$ cat src/rtl/msb_ram.sv
// ----------------------------------------------------------------------------
// msb_ram
// Generic single-write, single-read memory with a registered read port.
// ----------------------------------------------------------------------------
`default_nettype none

module msb_ram #(
    parameter int WIDTH = 8,
    parameter int DEPTH = 16
) (
    input  wire logic                     aclk,
    input  wire logic                     we,
    input  wire logic [$clog2(DEPTH)-1:0] waddr,
    input  wire logic [WIDTH-1:0]         wdata,
    input  wire logic                     re,
    input  wire logic [$clog2(DEPTH)-1:0] raddr,
    output logic      [WIDTH-1:0]         rdata
);

    logic [WIDTH-1:0] mem [DEPTH];

    // write port
    always_ff @(posedge aclk) begin
        if (we) begin
            mem[waddr] <= wdata;
        end
    end

    // registered read port
    always_ff @(posedge aclk) begin
        if (re) begin
            rdata <= mem[raddr];
        end
    end

endmodule

`default_nettype wire

$ cat config.mk
export PLATFORM = sky130hd
export DESIGN_NAME = msb_ram
export DESIGN_NICKNAME = d
export VERILOG_FILES = /design/src/rtl/msb_ram.sv
export SDC_FILE = /design/constraint.sdc
export NUM_CORES = 1
export LEC_CHECK = 0
export ABC_AREA = 1
export BUFFER_PORTS_ARGS = -buffer_cell sky130_fd_sc_hd__buf_2
export CAP_MARGIN = 20
export CORE_MARGIN = 10
export CORE_UTILIZATION = 55
export CTS_CLUSTER_SIZE = 40
export DETAILED_ROUTE_END_ITERATION = 12
export PLACE_DENSITY = 0.75
export SYNTH_ARGS = -nofsm -noshare
export SYNTH_HDL_FRONTEND = slang
export SYNTH_SLANG_ARGS = --single-unit
$ cat constraint.sdc
create_clock -name aclk -period 1.09 [get_ports aclk]
set_clock_uncertainty 0.05 [all_clocks]
set_input_delay 0.0545 -clock aclk [delete_from_list [all_inputs] [get_ports aclk]]
set_output_delay 0.0545 -clock aclk [all_outputs]
set_load 0.01 [all_outputs]
# After elaboration in Yosys (flattened, before gate mapping)
# Memories as Yosys holds them, arrays and structs flattened. A register that Yosys moved wholly into a read port is not among the register bits.
# Cells that the tools add are included.
[totals]
register_bits = 0
latchBits = 0
ram_bits = 128
rom_bits = 0
in_bits = 19
output_inout_bits = 8
wordCells = 3
memories = 1
[mem_list]
columns = ["memory", "words", "word_bits", "rd", "rd_ports_with_merged_regs", "write_ports", "line_no", "rtl"]
rows = [
  ["mem", 16, 8, 1, 1, 1, "20", "logic [WIDTH-1:0] mem [DEPTH];"],
]
[op_classes]
addsub = 0
n_mul = 0
div = 0
order_cmp = 0
n_eq_ne = 0
shifts = 0
mux = 2
bitwise = 0
reduce_logical = 0
[ops]
columns = ["cell", "n"]
rows = [
  ["1-bit 2-to-1 mux", 2],
]

# Depth between registers and ports, before layout
# Gate-level depths: netlist of the first run.
[depth]
ltp_word = 2
depth_mapped = 8
depth_no_buf = 7

# Worst setup path before layout of the first run
# OpenSTA, ideal clock, no wires.
[synth_timing]
path_kind = "input-to-reg"
startpoint = "input waddr[3]"
endpoint = "memory mem[4][0] (enable)"
setup_ps = 370
t_arrival_ps = 635
required_time_ps = 670
slack_ps = 35
cell_stages = 2
n_path_buf = 0
path_cell_list = "nand3b_1 -> nor2_1"
[synth_lines]
columns = ["item", "line_no", "rtl"]
rows = [
  ["start, declared", "13", "input wire logic [$clog2(DEPTH)-1:0] waddr,"],
  ["end, declared", "20", ""],
]
# No word-level cell before the write port.

# Worst setup path after layout of the first run
[layout_timing]
startpoint = "register rdata[6], read port of mem"
endpoint = "output rdata[6]"
[layout_lines]
columns = ["item", "line_no", "rtl"]
rows = [
  ["start, declared", "17", "output logic [WIDTH-1:0] rdata"],
]
# No word-level cell between the ends.

==> results by group, run 1 <==
Run status
  • Status: finished with violations
  • Failing checks: negative setup slack

Clock network
  • # Post-CTS Setup Buffers: 0
  • Root Buffer: clkbuf_8
  • Clk buf depth: 2
  • Clk slew on worst S/H paths: 0.06 ns
  • CTS tree: yes
  • TritonCTS Buffers: 17
  • Htree depth: 4
  • Clock Latency Late Sink: 0.53 ns
  • Clock sink count: 136

Layout
  • Non-filler instance count after layout: 762
  • Share of layout cells above drive strength 1: 0.241
  • Post-route design area: 0.00730 mm²
  • Area growth syn-to-layout: 24.8%
  • Fillers: 706
  • Nets: 633
  • N_diodes: 0

Floorplanning
  • I/O pin cnt: 27
  • Rows: 37
  • Core Box Area: 0.0103 mm²
  • Die Width: 123 µm
  • Die ar.: 0.0152 mm²
  • Die height: 123 µm
  • Initial core utilization: 0.566

Critical path
  • CP max stage delay: 0.41 ns
  • R2R Path End: rdata[7]
  • CP max FO: 1
  • WP buf/inv: 1
  • Crit path kind: flip-flop to output port
  • Worst-path cell chain: buf_2
  • CP required: 0.99 ns
  • Setup crit end kind: output port
  • Crit path DAT: 1.10 ns
  • Startpoint types: flip-flop
  • Reg2reg start: mem[2][7]
  • Worst R2R Path Depth: 6
  • Worst R2R Setup Slack: -0.08 ns
  • CP max stage cell: edfxtp_1
  • CP top delay family: flip-flops

STA
  • Final worst path period need: 1.21 ns
  • Final Slew Violations: 0
  • Worst hold margin: 0.0921 ns
  • Final Hold Viols: 0
  • Slew @ Worst Pin: 0.452 ns
  • Setup TNS: -0.956 ns
  • Period Utilization, post-route: 1.11
  • Slew headroom: 0.698
  • Fmax: 0.827 GHz
  • Number of setup violations in the final report: 16
  • Final setup margin: -0.119 ns
  • Unrepaired setup endpoints after global routing: yes

Hold path
  • Min-delay worst type: input port to flip-flop
  • Hold Path Sink: mem[1][6]
  • Hold Path Stages: 4
  • HP Start: we

Detailed routing
  • Vias per cell: 5.33
  • Detail Route Antenna Nets: 0
  • DRT Pass-1 Iters: 5
  • Routed len/inst: 18.6 µm
  • Uppermost layer routed: met4
  • Total wire length: 14.1 mm
  • DR WL met3: 1.00 mm
  • WL met2: 7.18 mm
  • DRC violations left: 0
  • Met1 wire length: 5.75 mm
  • Starting DRT DRC Count: 462
  • DR vias: 4059

Synth
  • Syn Nets: 570
  • Synthesized cell area: 0.00585 mm²
  • Mapped Cells: 551
  • Sequential area share after synthesis: 0.698
  • Syn_area_per_cell: 10.6 µm²
  • Distinct cell type count after synthesis: 11
  • Synth Warn #: 0
  • Synthesized flop and latch total: 136

Placement
  • Post-Place Cells: 721
  • Pre-CTS worst setup slack: -0.244 ns
  • Post-detail-place hpwl: 8.52 mm
  • Number of port buffers: 26
  • GP Congestion: 0.879
  • Cell area after placement: 0.00628 mm²

Power and ir drop
  • Proportion of power drawn by the clock network: 0.468
  • Reg power frac: 0.461
  • Psw: 2.74 mW
  • PD cells: 1760 mW/mm²
  • Pleak: 3.16 nW
  • Pint: 10.1 mW
  • Comb power frac: 0.071
  • Maximum VDD drop: 1.04 mV
  • Sw frac: 0.213

GRT
  • Initial antenna violation count: 0
  • GR Overflow Total: 0
  • All-layer global routing usage: 0.191
  • Vias in the first global route: 4008
  • Pin count of the biggest net entering global routing: 36
  • Global-route wire length before repair: 21.7 mm

Run
  • MaxCap Viol Count: 0
[sequential cells by signal, indices dropped and copies added (netlist names)]
signal,cells
rdata,8
mem,128
[metal layers]
layer,vias to the layer above,global-route usage
li1,1908,-
met1,1940,0.246
met2,187,0.324
met3,24,0.0442
met4,0,0.0459
met5,-,0
[power groups by stage]
stage / logic (mW) / registers [mW] / clock network, mW
detailed placement: 0.764 / 6.04 / 0
finish: 0.911 / 5.93 / 6.02
global placement: 0.750 / 6.03 / 0
global route: 0.988 / 5.94 / 6.29
CTS: 0.857 / 5.93 / 6.05
floorplan: 0.413 / 6.04 / 0
[cells in the final DEF (no fill, tap or decap)]
cell | synthesis | final
buf_12 | 0 | 5
buf_2 | 13 | 24
buf_4 | 4 | 27
buf_6 | 6 | 2
bufinv_16 | 0 | 5
clkbuf_1 | 0 | 1
clkbuf_16 | 0 | 16
clkbuf_8 | 0 | 1
clkinv_1 | 0 | 1
clkinv_2 | 0 | 2
clkinv_4 | 0 | 2
clkinvlp_4 | 0 | 3
dlygate4sd3_1 | 0 | 10
edfxtp_1 | 136 | 136
inv_1 | 100 | 97
inv_2 | 2 | 5
nand2_1 | 173 | 167
nand2_2 | 0 | 6
nand3_1 | 97 | 44
nand3_2 | 0 | 53
nand3b_1 | 2 | 2
nor2_1 | 17 | 17
[per-stage QoR]
stage | power [mW] | util
after floorplan | 6.45 | -
final | 12.9 | 0.707
after detailed placement | 6.80 | 0.609
after CTS | 12.8 | 0.695
after global placement | 6.78 | 0.609
after global routing | 13.2 | 0.707
[timing repair]
item,CTS,global route
gates resized for setup,36,28
pin swaps,37,14
hold buffers,10,0
endpoints found under the hold margin,139,0
setup endpoints to repair,16,16
[layout make-up]
class	instances	area (µm²)	area share
sequential	136	4080	0.560
multi-input combinational	289	1490	0.205
timing repair buffer	68	546	0.0747
clock buffer	18	418	0.0573
inverter	102	383	0.0525
clock inverter	13	204	0.0279
tap	136	170	0.0233
[logic make-up (layout without fill, tap and decap cells)]
group / count (synthesis) / in the layout / synth area share
buffers and inverters: 126 / 201 / 0.0939
flip-flops: 136 / 136 / 0.698
AND/OR/NAND/NOR: 289 / 289 / 0.208
[how the worst max path moves through the flow]
| stage | cells past startpoint | startpoint | end | slack [ns] |
|---|---|---|---|---|
| CTS | 1 | rdata[0] | rdata[0] | -0.12 |
| global route | 1 | rdata[0] | rdata[0] | -0.14 |
| detailed placement | 7 | raddr[0] | rdata[5] | -0.24 |
| global placement | 8 | raddr[0] | rdata[4] | -0.23 |
| floorplan | 2 | waddr[3] | mem[4][0] | 0.03 |
| finish | 1 | rdata[6] | rdata[6] | -0.12 |
[cell usage after synthesis]
| library cell | count | share of area |
|---|---|---|
| buf_1 | 1 | 0.00064 |
| buf_2 | 13 | 0.011 |
| nor2_1 | 17 | 0.011 |
| inv_1 | 100 | 0.064 |
| buf_4 | 4 | 0.0051 |
| edfxtp_1 | 136 | 0.70 |
| inv_2 | 2 | 0.0013 |
| buf_6 | 6 | 0.012 |
| nand3_1 | 97 | 0.083 |
| nand2_1 | 173 | 0.11 |
| nand3b_1 | 2 | 0.0026 |
[tightest hold or removal path, cell delays in order]
cell and delay, ns:
buf_2 0.11, nand2_1 0.09, nor2_1 0.10, buf_4 0.17
(Power assumes the default switching activity.)
==> run 2: changes to the inputs <==
Settings changed: BUFFER_PORTS_ARGS -buffer_cell sky130_fd_sc_hd__buf_2 to not set, CORE_ASPECT_RATIO set to 2, CORE_UTILIZATION 55 to 45, DONT_BUFFER_PORTS set to 1, PLACE_DENSITY 0.75 to 0.62.
==> results by group, run 2 (synthesis results as in run 1) <==
Layout
  • Max FFs per register: 128 (unchanged)
  • Most common cell after layout, fill and taps aside: nand2_1 (unchanged)
  • Share of layout cells above drive strength 1: 0.160 (was 0.241)
  • Top flop regs: mem (128), rdata (8) (unchanged)
  • Most frequent cells in the layout: nand2_1 (168), edfxtp_1 (136), inv_1 (99), nand3_1 (65), nand3_2 (32) (was nand2_1 (167), edfxtp_1 (136), inv_1 (97), nand3_2 (53), nand3_1 (44))
  • Area growth syn-to-layout: 18.4% (was 24.8%)
  • Biggest register: mem (unchanged)
  • Post-route design area: 0.00692 mm² (was 0.00730 mm²)
  • Nets: 598 (was 633)

Placement
  • Pre-CTS worst setup slack: -0.0670 ns (was -0.244 ns)
  • Post-detail-place hpwl: 8.58 mm (was 8.52 mm)
  • Number of port buffers: 0 (was 26)
  • GP Congestion: 0.815 (was 0.879)
  • Cell area after placement: 0.00607 mm² (was 0.00628 mm²)

STA
  • Unrepaired setup endpoints after global routing: yes (unchanged)
  • Slew headroom: 0.553 (was 0.698)
  • Period Utilization, post-route: 1.04 (was 1.11)
  • Final Hold Viols: 8 (was 0)
  • Fmax: 0.882 GHz (was 0.827 GHz)
  • Worst hold margin: -0.197 ns (was 0.0921 ns)
  • Final worst path period need: 1.13 ns (was 1.21 ns)
  • Final Slew Violations: 0 (unchanged)
  • Final setup margin: -0.0439 ns (was -0.119 ns)
  • Number of setup violations in the final report: 2 (was 16)
  • Slew @ Worst Pin: 0.668 ns (was 0.452 ns)

Critical path
  • R2R Path End: rdata[3] (was rdata[7])
  • Setup crit end kind: flip-flop (was output port)
  • Worst R2R Path Depth: 6 (unchanged)
  • CP required: 1.21 ns (was 0.99 ns)
  • Crit path DAT: 1.25 ns (was 1.10 ns)
  • CP max FO: 1 (unchanged)
  • Crit path kind: flip-flop to flip-flop (was flip-flop to output port)
  • Startpoint types: flip-flop (unchanged)
  • Worst R2R Setup Slack: -0.04 ns (was -0.08 ns)
  • Reg2reg start: mem[13][3] (was mem[2][7])

Power and ir drop
  • Pint: 9.49 mW (was 10.1 mW)
  • Comb power frac: 0.051 (was 0.071)
  • Reg power frac: 0.492 (was 0.461)
  • Psw: 2.61 mW (was 2.74 mW)
  • Proportion of power drawn by the clock network: 0.457 (was 0.468)
  • Pleak: 2.95 nW (was 3.16 nW)
  • Sw frac: 0.215 (was 0.213)
  • Maximum VDD drop: 1.69 mV (was 1.04 mV)
  • PD cells: 1750 mW/mm² (was 1760 mW/mm²)

Run
  • MaxCap Viol Count: 0 (unchanged)

Floorplanning
  • Rows: 58 (was 37)
  • Die ar.: 0.0182 mm² (was 0.0152 mm²)
  • Initial core utilization: 0.463 (was 0.566)
  • Die height: 181 µm (was 123 µm)
  • Core Box Area: 0.0126 mm² (was 0.0103 mm²)
  • I/O pin cnt: 27 (unchanged)
  • Die Width: 101 µm (was 123 µm)

Hold path
  • HP Start: raddr[3] (was we)
  • Min-delay worst type: input port to flip-flop (unchanged)
  • Hold Path Sink: rdata[1] (was mem[1][6])
  • Hold Path Stages: 2 (was 4)

Clock network
  • TritonCTS Buffers: 17 (unchanged)
  • Clk buf depth: 2 (unchanged)
  • # Post-CTS Setup Buffers: 0 (unchanged)
  • Clock sink count: 136 (unchanged)
  • # hold bufs at CTS: 9 (was 10)
  • Htree depth: 4 (unchanged)
  • Clock Latency Late Sink: 0.42 ns (was 0.53 ns)
  • Root Buffer: clkbuf_16 (was clkbuf_8)
  • CTS tree: yes (unchanged)
  • Clk slew on worst S/H paths: 0.06 ns (about the same)

Detailed routing
  • DR vias: 3730 (was 4059)
  • DRC violations left: 0 (unchanged)
  • Vias per cell: 5.01 (was 5.33)
  • DRT Pass-1 Iters: 7 (was 5)
  • Routed len/inst: 17.6 µm (was 18.6 µm)
  • Total wire length: 13.1 mm (was 14.1 mm)
  • Starting DRT DRC Count: 300 (was 462)
  • Detail Route Antenna Nets: 0 (unchanged)

GRT
  • Vias in the first global route: 3706 (was 4008)
  • Pin count of the biggest net entering global routing: 66 (was 36)
  • All-layer global routing usage: 0.148 (was 0.191)
  • GR Overflow Total: 0 (unchanged)
  • Global-route wire length before repair: 20.3 mm (was 21.7 mm)
  • Initial antenna violation count: 2 (was 0)

Run status
  • Failing checks: negative hold slack, negative setup slack (was negative setup slack)
  • Status: finished with violations (unchanged)
==> run 2: changes by cell type in the layout (fill, tap and decap cells not counted), moves of 2 or more <==
cell | before | now
clkinvlp_4 | 3 | 1
buf_4 | 27 | 22
buf_6 | 2 | 0
nand3_1 | 44 | 65
bufinv_16 | 5 | 2
buf_2 | 24 | 0
inv_2 | 5 | 3
nand3_2 | 53 | 32
inv_1 | 97 | 99
diode_2 | 0 | 2
buf_12 | 5 | 2
clkinv_4 | 2 | 7
==> run 2: what timing repair did <==
item                                    4_1_cts  5_1_grt
endpoints found under the hold margin       144        8
resized for setup                             8       30
endpoints found under the setup margin        7        8
pin swaps                                    12       25
==> run 2: metal layers <==
| layer | GRT usage | vias up | routed length [µm] |
|---|---|---|---|
| met1 | 0.157 | 1774 | 4950 |
| met3 | 0.0382 | 24 | 482 |
| li1 | - | 1845 | - |
| met2 | 0.256 | 87 | 7350 |
| met4 | 0.0835 | 0 | 324 |
| met5 | 0 | - | 0 |
==> run 2: worst max-delay path by stage <==
stage	startpoint	to	slack (ns)	depth (start not counted)
floorplan	waddr[3]	mem[4][0]	0.03	2
global placement	raddr[1]	rdata[4]	-0.06	5
detailed placement	raddr[1]	rdata[5]	-0.07	5
CTS	mem[13][3]	rdata[3]	-0.02	6
global route	mem[1][3]	rdata[3]	-0.11	6
finish	mem[13][3]	rdata[3]	-0.04	6
==> run 2: worst max-delay path: stages, from the launching register on <==
cell and delay, ns:
edfxtp_1 0.36, inv_1 0.08, nand2_1 0.07, nand3_2 0.07, nand3_2 0.11, nand3_2 0.10, nand2_2 0.05
==> run 2: layout make-up <==
type	count	area (µm²)
clock inverter	14	153
multi-input combinational	289	1390
antenna	2	5.00
tap	150	188
clock buffer	18	429
timing repair buffer	33	295
sequential	136	4080
inverter	102	383
fill	1088	5700
==> run 2: per-stage QoR <==
step	setup TNS, ns	instances	util	total power, mW	hold slack, ns
3_5_place_dp	-0.279	701	0.481	6.53	0.105
4_1_cts	-0.0463	742	0.537	12.2	-0.202
5_1_grt	-0.552	744	0.548	12.5	-0.190
3_3_place_gp	-0.196	701	0.481	6.52	0.105
2_1_floorplan	0	551	-	6.45	0.103
6_report	-0.0604	744	0.548	12.1	-0.197
==> run 2: power groups by stage <==
| stage | logic, mW | registers (mW) | clock network, mW |
|---|---|---|---|
| after floorplan | 0.413 | 6.04 | 0 |
| after global placement | 0.456 | 6.06 | 0 |
| after detailed placement | 0.465 | 6.07 | 0 |
| after CTS | 0.587 | 5.96 | 5.62 |
| after global routing | 0.694 | 5.96 | 5.81 |
| final | 0.620 | 5.95 | 5.52 |
